**src/rtl/gsfa_pkg.sv**
```systemverilog
package gsfa_pkg;

    typedef enum logic [1:0] {
        MODE_ROW = 2'd0,   // first free slot in the requested row
        MODE_ISO = 2'd1,   // first slot with all four neighbors free
        MODE_RUN = 2'd2    // first run of adjacent free slots
    } mode_t;

    typedef enum logic [1:0] {
        ST_OK    = 2'd0,
        ST_RANGE = 2'd1,
        ST_NONE  = 2'd2
    } status_t;

    typedef struct packed {
        logic [1:0] mode;
        logic [2:0] req_row;
        logic [3:0] run_length;
    } req_t;

    typedef struct packed {
        logic       granted;
        status_t    status;
        logic [1:0] out_row;
        logic [2:0] out_col;
    } rsp_t;

endpackage

```
**src/rtl/gsfa_if.sv**
```systemverilog
interface gsfa_req_if import gsfa_pkg::*; ();
    logic valid;
    logic ready;
    req_t payload;

    modport source (output valid, output payload, input ready);
    modport sink   (input valid, input payload, output ready);
endinterface

interface gsfa_rsp_if import gsfa_pkg::*; ();
    logic valid;
    logic ready;
    rsp_t payload;

    modport source (output valid, output payload, input ready);
    modport sink   (input valid, input payload, output ready);
endinterface

```
**src/rtl/grid_slot_first_fit_allocator.sv**
```systemverilog
// channel | dir | beat payload                          | accepted when
// --------+-----+---------------------------------------+------------------------
// req     | in  | mode, req_row, run_length             | req.valid & req.ready
// rsp     | out | granted, status, out_row, out_col     | rsp.valid & rsp.ready
//
// One request at a time. req.ready is high only while idle.
// Range errors and unused modes answer in the cycle after the request beat.
// A scan reads one bitmap row per cycle: a row is evaluated once the row
// below it has come back from the memory.
// A grant ends the scan early; the result sits in rsp until taken.
// Reset marks every slot free at once through per-row valid bits.
module grid_slot_first_fit_allocator import gsfa_pkg::*; #(
    parameter int ROWS = 4,
    parameter int COLS = 8
) (
    input logic        clk,
    input logic        rst_n,
    gsfa_req_if.sink   req,
    gsfa_rsp_if.source rsp
);

    localparam int RW  = (ROWS > 1) ? $clog2(ROWS) : 1;
    localparam int CLW = $clog2(COLS);
    localparam int CW  = $clog2(ROWS + 2);
    localparam int NW  = $clog2(COLS + 1);

    typedef enum logic [1:0] {
        S_IDLE,
        S_SCAN,
        S_RESP
    } state_t;

    state_t          state_reg;
    logic [CW-1:0]   step_reg;     // read pointer; evaluated row trails by two
    mode_t           mode_reg;
    logic [2:0]      req_row_reg;
    logic [COLS-1:0] len_mask_reg;
    logic [COLS-1:0] win_above_reg;
    logic [COLS-1:0] win_cur_reg;
    rsp_t            rsp_reg;

    logic [NW-1:0]   n_clamped;
    logic [COLS-1:0] len_mask_next;
    logic [COLS-1:0] rd_q;
    logic            rd_en;
    logic [RW-1:0]   ev_row;
    logic            eval_on;
    logic            row_ok;
    logic            last_step;
    logic            scan_hit;
    logic [CLW-1:0]  scan_col;
    logic [COLS-1:0] scan_take;
    logic            wr_en;
    logic [COLS-1:0] wr_data;
    logic [RW+1:0]   row_ext;
    logic [CLW+2:0]  col_ext;
    logic            range_err;
    logic            mode_bad;

    // run length clamped to 1..COLS, then turned into a mask of low ones
    always_comb
    begin
        if (req.payload.run_length == 4'd0)
        begin
            n_clamped = NW'(1);
        end
        else if (32'(req.payload.run_length) > COLS)
        begin
            n_clamped = NW'(COLS);
        end
        else
        begin
            n_clamped = NW'(req.payload.run_length);
        end
        for (int i = 0; i < COLS; i++)
        begin
            len_mask_next[i] = (32'(i) < 32'(n_clamped));
        end
    end

    assign range_err = (req.payload.mode == MODE_ROW) && (32'(req.payload.req_row) >= ROWS);
    assign mode_bad  = (req.payload.mode != MODE_ROW) && (req.payload.mode != MODE_ISO)
                    && (req.payload.mode != MODE_RUN);

    // scan pipeline: a read issued at step k is registered in rd_q; at step k, row k-2
    // is judged with win_above (k-3), win_cur (k-2) and the fresh read (k-1)
    assign rd_en     = (state_reg == S_SCAN) && (32'(step_reg) < ROWS);
    assign eval_on   = (state_reg == S_SCAN) && (step_reg >= CW'(2));
    assign ev_row    = RW'(step_reg - CW'(2));
    assign last_step = (32'(step_reg) == ROWS + 1);
    assign row_ok    = eval_on
                    && ((mode_reg != MODE_ROW) || (32'(ev_row) == 32'(req_row_reg)));

    gsfa_bitmap #(
        .ROWS (ROWS),
        .COLS (COLS)
    ) u_bitmap (
        .clk     (clk),
        .rst_n   (rst_n),
        .rd_en   (rd_en),
        .rd_addr (RW'(step_reg)),
        .rd_q    (rd_q),
        .wr_en   (wr_en),
        .wr_addr (ev_row),
        .wr_data (wr_data)
    );

    gsfa_scan #(
        .COLS (COLS)
    ) u_scan (
        .mode     (mode_reg),
        .row      (win_cur_reg),
        .above    (win_above_reg),
        .below    (rd_q),
        .len_mask (len_mask_reg),
        .hit      (scan_hit),
        .col      (scan_col),
        .take     (scan_take)
    );

    assign wr_en   = row_ok && scan_hit;
    assign wr_data = win_cur_reg | scan_take;
    assign row_ext = (RW + 2)'(ev_row);
    assign col_ext = (CLW + 3)'(scan_col);

    always_ff @(posedge clk or negedge rst_n)
    begin
        if (!rst_n)
        begin
            state_reg     <= S_IDLE;
            step_reg      <= '0;
            mode_reg      <= MODE_ROW;
            req_row_reg   <= '0;
            len_mask_reg  <= '0;
            win_above_reg <= '0;
            win_cur_reg   <= '0;
            rsp_reg       <= '{granted: 1'b0, status: ST_OK, out_row: 2'd0, out_col: 3'd0};
        end
        else
        begin
            case (state_reg)
                S_IDLE:
                begin
                    if (req.valid)
                    begin
                        mode_reg      <= mode_t'(req.payload.mode);
                        req_row_reg   <= req.payload.req_row;
                        len_mask_reg  <= len_mask_next;
                        step_reg      <= '0;
                        win_above_reg <= '0;
                        win_cur_reg   <= '0;
                        if (range_err)
                        begin
                            rsp_reg   <= '{granted: 1'b0, status: ST_RANGE,
                                           out_row: 2'd0, out_col: 3'd0};
                            state_reg <= S_RESP;
                        end
                        else if (mode_bad)
                        begin
                            rsp_reg   <= '{granted: 1'b0, status: ST_NONE,
                                           out_row: 2'd0, out_col: 3'd0};
                            state_reg <= S_RESP;
                        end
                        else
                        begin
                            state_reg <= S_SCAN;
                        end
                    end
                end
                S_SCAN:
                begin
                    step_reg      <= step_reg + CW'(1);
                    win_above_reg <= win_cur_reg;
                    win_cur_reg   <= rd_q;
                    if (wr_en)
                    begin
                        rsp_reg   <= '{granted: 1'b1, status: ST_OK,
                                       out_row: row_ext[1:0], out_col: col_ext[2:0]};
                        state_reg <= S_RESP;
                    end
                    else if (last_step)
                    begin
                        rsp_reg   <= '{granted: 1'b0, status: ST_NONE,
                                       out_row: 2'd0, out_col: 3'd0};
                        state_reg <= S_RESP;
                    end
                end
                S_RESP:
                begin
                    if (rsp.ready)
                    begin
                        state_reg <= S_IDLE;
                    end
                end
                default:
                begin
                    state_reg <= S_IDLE;
                end
            endcase
        end
    end

    assign req.ready   = (state_reg == S_IDLE);
    assign rsp.valid   = (state_reg == S_RESP);
    assign rsp.payload = rsp_reg;

    // a grant and an ok status always travel together
    a_grant_status: assert property (@(posedge clk) disable iff (!rst_n)
        rsp.valid |-> (rsp.payload.granted == (rsp.payload.status == ST_OK)))
        else $error("granted and status disagree");

    // a bitmap update is always followed by a granted response
    a_write_grants: assert property (@(posedge clk) disable iff (!rst_n)
        wr_en |=> (state_reg == S_RESP) && rsp_reg.granted)
        else $error("bitmap written without a grant");

    // single-slot modes set exactly one bit that was free before
    a_single_take: assert property (@(posedge clk) disable iff (!rst_n)
        (wr_en && (mode_reg != MODE_RUN))
            |-> (($countones(wr_data ^ win_cur_reg) == 1)
                 && ((wr_data & win_cur_reg) == win_cur_reg)))
        else $error("single-slot grant did not take exactly one free slot");

    // the scan never runs past its last evaluated row
    a_step_bound: assert property (@(posedge clk) disable iff (!rst_n)
        (state_reg == S_SCAN) |-> (32'(step_reg) <= ROWS + 1))
        else $error("scan pointer overran the grid");

    // no new request while a response waits
    a_one_at_a_time: assert property (@(posedge clk) disable iff (!rst_n)
        !(req.ready && rsp.valid))
        else $error("request taken while response pending");

endmodule

```
**src/rtl/gsfa_bitmap.sv**
```systemverilog
module gsfa_bitmap import gsfa_pkg::*; #(
    parameter int ROWS = 4,
    parameter int COLS = 8,
    localparam int RW = (ROWS > 1) ? $clog2(ROWS) : 1
) (
    input  logic            clk,
    input  logic            rst_n,
    input  logic            rd_en,
    input  logic [RW-1:0]   rd_addr,
    output logic [COLS-1:0] rd_q,
    input  logic            wr_en,
    input  logic [RW-1:0]   wr_addr,
    input  logic [COLS-1:0] wr_data
);

    logic [COLS-1:0] mem [ROWS];
    logic [ROWS-1:0] row_vld_reg;
    logic [COLS-1:0] rd_q_reg;

    // row valid bits: an unwritten row reads as all free
    always_ff @(posedge clk or negedge rst_n)
    begin
        if (!rst_n)
        begin
            row_vld_reg <= '0;
        end
        else if (wr_en)
        begin
            row_vld_reg[wr_addr] <= 1'b1;
        end
    end

    always_ff @(posedge clk)
    begin
        if (wr_en)
        begin
            mem[wr_addr] <= wr_data;
        end
    end

    // read data is zero in the cycle after an idle read port or a read of an unwritten row
    always_ff @(posedge clk)
    begin
        if (rd_en && row_vld_reg[rd_addr])
        begin
            rd_q_reg <= mem[rd_addr];
        end
        else
        begin
            rd_q_reg <= '0;
        end
    end

    assign rd_q = rd_q_reg;

endmodule

```
**src/rtl/gsfa_scan.sv**
```systemverilog
module gsfa_scan import gsfa_pkg::*; #(
    parameter int COLS = 8,
    localparam int CLW = $clog2(COLS)
) (
    input  mode_t            mode,
    input  logic [COLS-1:0]  row,
    input  logic [COLS-1:0]  above,
    input  logic [COLS-1:0]  below,
    input  logic [COLS-1:0]  len_mask,
    output logic             hit,
    output logic [CLW-1:0]   col,
    output logic [COLS-1:0]  take
);

    logic [2*COLS-1:0] padded;
    logic [COLS-1:0]   cand;

    // columns past the edge count as busy so a run cannot spill over
    assign padded = {{COLS{1'b1}}, row};

    always_comb
    begin
        cand = '0;
        case (mode)
            MODE_ROW: cand = ~row;
            MODE_ISO: cand = ~(row | (row << 1) | (row >> 1) | above | below);
            MODE_RUN:
            begin
                for (int c = 0; c < COLS; c++)
                begin
                    cand[c] = ~|(padded[c +: COLS] & len_mask);
                end
            end
            default: cand = '0;
        endcase
    end

    // lowest candidate column wins
    always_comb
    begin
        col = '0;
        for (int c = COLS - 1; c >= 0; c--)
        begin
            if (cand[c])
            begin
                col = CLW'(c);
            end
        end
    end

    assign hit  = |cand;
    assign take = ((mode == MODE_RUN) ? len_mask : COLS'(1)) << col;

endmodule

```
**src/flat_wrapper.sv**
```systemverilog
// flat-port wrapper written by rule: the top's interface ports become plain ports
module grid_slot_first_fit_allocator_flat import gsfa_pkg::*;
#(
    parameter int ROWS = 4,
    parameter int COLS = 8
)
  (clk, rst_n, req_valid, req_payload, req_ready, rsp_valid, rsp_payload, rsp_ready);
  gsfa_req_if req_i ();
  gsfa_rsp_if rsp_i ();
  input logic clk;
  input logic rst_n;
  input wire logic [$bits(req_i.valid)-1:0] req_valid;
  input wire logic [$bits(req_i.payload)-1:0] req_payload;
  output wire logic [$bits(req_i.ready)-1:0] req_ready;
  output wire logic [$bits(rsp_i.valid)-1:0] rsp_valid;
  output wire logic [$bits(rsp_i.payload)-1:0] rsp_payload;
  input wire logic [$bits(rsp_i.ready)-1:0] rsp_ready;
  assign req_i.valid = req_valid;
  assign req_i.payload = req_payload;
  assign req_ready = req_i.ready;
  assign rsp_valid = rsp_i.valid;
  assign rsp_payload = rsp_i.payload;
  assign rsp_i.ready = rsp_ready;
  grid_slot_first_fit_allocator #(.ROWS(ROWS), .COLS(COLS)) u_core (.clk(clk), .rst_n(rst_n), .req(req_i), .rsp(rsp_i));
endmodule
```
**config.mk**
```make
export PLATFORM = sky130hd
export DESIGN_NAME = grid_slot_first_fit_allocator_flat
export DESIGN_NICKNAME = d
export VERILOG_FILES = /design/src/rtl/gsfa_pkg.sv /design/src/rtl/gsfa_if.sv /design/src/rtl/grid_slot_first_fit_allocator.sv /design/src/rtl/gsfa_bitmap.sv /design/src/rtl/gsfa_scan.sv /design/src/flat_wrapper.sv
export SDC_FILE = /design/constraint.sdc
export NUM_CORES = 1
export LEC_CHECK = 0
export BUFFER_PORTS_ARGS = -buffer_cell sky130_fd_sc_hd__buf_4
export CAP_MARGIN = 5
export CELL_PAD_IN_SITES_DETAIL_PLACEMENT = 2
export CELL_PAD_IN_SITES_GLOBAL_PLACEMENT = 2
export CORE_ASPECT_RATIO = 0.7
export CORE_MARGIN = 8
export CORE_UTILIZATION = 42
export DETAILED_ROUTE_END_ITERATION = 10
export GPL_TIMING_DRIVEN = 0
export PLACE_DENSITY_LB_ADDON = 0.25
export SLEW_MARGIN = 30
export SYNTH_ARGS = -nofsm -noshare
export SYNTH_HDL_FRONTEND = slang
export SYNTH_HIERARCHICAL = 1
export SYNTH_SLANG_ARGS = --single-unit
```
**constraint.sdc**
```tcl
create_clock -name clk -period 4.4 [get_ports clk]
set_clock_uncertainty 0.1 [all_clocks]
set_input_delay 0.66 -clock clk [delete_from_list [all_inputs] [get_ports clk]]
set_output_delay 0.66 -clock clk [all_outputs]
set_load 0.02 [all_outputs]
```
==> impl_metrics.env <==
export IMPL_wl_mm=12.0
export IMPL_drt_vias_per_instance=6.02
export IMPL_die_area_um2=13500
export IMPL_path_class="reg -> reg"
export IMPL_post_cts_buffers=0
export IMPL_die_h_um=99.6
export IMPL_final_hold_viol_count=0
export IMPL_power_density_nw_per_um2=800
export IMPL_crit_path_max_fanout=10
export IMPL_yosys_area_top_type="dfrtp_1"
export IMPL_cp_end_kind="flip-flop"
export IMPL_grt_pass1_vias=3378
export IMPL_max_flop_register="u_core/u_bitmap/mem"
export IMPL_area_growth_pct=15.7
export IMPL_ys_seq_area_frac=0.542
export IMPL_fin_setup_tns_ns=0
export IMPL_antenna_cells=0
export IMPL_start_util=0.433
export IMPL_vdd_ir_drop_worst_mv=0.323
export IMPL_r2r_start="u_core/win_cur_reg[7]$_DFFE_PN0P_"
export IMPL_layout_common_cells="dfrtp_1, edfxtp_1, a22o_1"
export IMPL_grt_max_degree=47
export IMPL_tightest_slew_ns=0.679
export IMPL_io_pins=23
export IMPL_synth_seq_cells=86
export IMPL_ys_warnings_count=6
export IMPL_synth_simple_area_share=0.134
export IMPL_fin_area_um2=4850
export IMPL_layout_cells_most_common="dfrtp_1"
export IMPL_max_slew_margin=0.546
export IMPL_yosys_area_share_adder=0.00597
export IMPL_synth_top_family_by_area="compound AO/OA/AOI/OAI gates"
export IMPL_core_area_um2=9680
export IMPL_clkLatencyLatePin_ns=0.34
export IMPL_io_buffers=22
export IMPL_area_sequential_um2=2270
export IMPL_p_leak_nw=1.95
export IMPL_largest_register_ffs=32
export IMPL_synth_area_per_cell_um2=12.4
export IMPL_yosys_cell_types_count=72
export IMPL_worstRegToRegCells=11
export IMPL_route_detailed_drc=0
export IMPL_grt_pass1_wl_mm=19.5
export IMPL_cp_required_ns=4.37
export IMPL_instances_no_fill=506
export IMPL_grt_total_usage=0.189
export IMPL_fp_dieW_um=135
export IMPL_place_area_um2=4530
export IMPL_ys_flop_type="dfrtp_1"
export IMPL_start_kind="flip-flop"
export IMPL_synth_area_leaders="dfrtp_1, edfxtp_1, a22o_1"
export IMPL_overflow=0
export IMPL_fmax_ghz=0.245
export IMPL_dp_hpwl_mm=8.49
export IMPL_drt_pass1_iterations=5
export IMPL_whs_ns=0.233
export IMPL_rows=30
export IMPL_synth_edf_count=32
export IMPL_worstPathArrival_ns=4.05
export IMPL_synth_compound_area_frac=0.197
export IMPL_cts_tree="yes"
export IMPL_synth_xor_area_frac=0.00209
export IMPL_rsz0062_at_grt="no"
export IMPL_antenna_found_initial=0
export IMPL_fin_nets=388
export IMPL_vias=3046
export IMPL_htree_levels=3
export IMPL_dpl_cell_count=490
export IMPL_drtAntennaViolNets=0
export IMPL_clk_pin_slew_ns=0.06
export IMPL_period_share=0.927
export IMPL_netlist_area_um2=4190
export IMPL_clock_sinks=86
export IMPL_setup_viol=0
export IMPL_maxSlewViolCount=0
export IMPL_maxCapViolations=0
export IMPL_cts_hold_fix_buffers=0
export IMPL_cts_root_buf="clkbuf_16"
export IMPL_r2r_slack_ns=0.32
export IMPL_async_flop_share=0.535
export IMPL_reg2reg_to="u_core/u_bitmap/mem[3][7]$_DFFE_PP_"
export IMPL_wl_per_cell_um=23.7
export IMPL_drive_above_1_share=0.238
export IMPL_ctsLongestPathBuffers=2
export IMPL_gp_congestion=0.828
export IMPL_synthCells=339
export IMPL_n_fill_cell=955
export IMPL_cts_buffers=9
export IMPL_syn_nets=354
export IMPL_synthMuxAreaShare=0.0854
export IMPL_yosysTopAreaCellShare=0.275
export IMPL_multi_input_area_um2=1790
export IMPL_hp_class="in -> async"
export IMPL_cp_endpoint="u_core/u_bitmap/mem[3][7]$_DFFE_PP_"
export IMPL_drt_iter0_markers=238
export IMPL_status="finished clean"
export IMPL_fin_crit_ns=4.08
export IMPL_critPathLaunch="u_core/win_cur_reg[7]$_DFFE_PN0P_"
export IMPL_cts_resized=0
metal layers:
metal | wire [µm] | vias to the layer above | share of wire | GRT usage
met1 | 5620 | 1581 | 0.47 | 0.248
met4 | 195 | 0 | 0.016 | 0.0604
met3 | 639 | 17 | 0.053 | 0.0468
met5 | 0 | - | 0 | 0
li1 | - | 1380 | - | -
met2 | 5560 | 68 | 0.46 | 0.298
layout make-up:
class | instances | share of cell area
plain buffers | 22 | 0.0232
clock buffers | 13 | 0.0516
clock inverters | 3 | 0.0142
inverters | 7 | 0.00542
multi-input cells | 224 | 0.368
flip-flops and latches | 86 | 0.469
well taps | 128 | 0.0330
repair buffers | 23 | 0.0356
critical path, cell delays in order, from the launching register on:
cell      delay [ns]
dfrtp_1         0.50
clkbuf_1        0.45
a222oi_1        0.17
a32oi_1         0.23
o22ai_1         0.14
or2_2           0.35
nor4bb_1        0.59
buf_2           0.38
nor2_1          0.08
a221oi_1        0.31
o22ai_1         0.15
or2_2           0.35
worst min-delay path by stage:
| stage | depth (start not counted) | endpoint | from |
|---|---|---|---|
| after floorplan | 0 | u_core/len_mask_reg[0]$_DFFE_PN0P_ | rst_n |
| after global routing | 1 | u_core/len_mask_reg[1]$_DFFE_PN0P_ | rst_n |
| final | 1 | u_core/len_mask_reg[4]$_DFFE_PN0P_ | rst_n |
| after global placement | 1 | u_core/u_bitmap/row_vld_reg[0]$_DFFE_PN0P_ | u_core/u_bitmap/row_vld_reg[0]$_DFFE_PN0P_ |
| after CTS | 1 | u_core/len_mask_reg[0]$_DFFE_PN0P_ | rst_n |
| after detailed placement | 1 | u_core/u_bitmap/row_vld_reg[2]$_DFFE_PN0P_ | u_core/u_bitmap/row_vld_reg[2]$_DFFE_PN0P_ |
cells by family after synthesis:
logic type               after synthesis
multiplexers                          24
flip-flops                            86
AND/OR/NAND/NOR                       96
adder cells (fa/ha/maj)                2
XOR/XNOR                               1
AO/OA/AOI/OAI                        101
buffers and inverters                 29
through the flow:
| stage | setup slack [ns] | power (W) | utilization |
|---|---|---|---|
| floorplan | 0.801 | 0.00249 | - |
| global route | 0.0947 | 0.00409 | 0.501 |
| CTS | 0.0423 | 0.00390 | 0.501 |
| detailed placement | 0.106 | 0.00303 | 0.468 |
| finish | 0.320 | 0.00388 | 0.501 |
| global placement | -0.181 | 0.00293 | 0.466 |
where the power goes:
group	internal (W)	leakage (nW)	switching [W]
registers	0.00112	0.940	0.000165
logic	0.000715	0.859	0.00105
clock network	0.000515	0.154	0.000310
total	0.00235	1.95	0.00153
cells in the mapped netlist, types with 6 or more instances:
cell      count
o41ai_1       6
edfxtp_1     32
mux2i_1       8
or2_2        15
o21ai_0       7
buf_2         8
nor2_1       18
nand3_1       8
a21oi_1      16
dfrtp_1      46
nand2_1      13
dfxtp_1       8
clkbuf_1     10
nor2b_1      11
inv_1         7
a22o_1       25
mux4_2        8
Note: power is estimated with default switching activity, not from simulation.
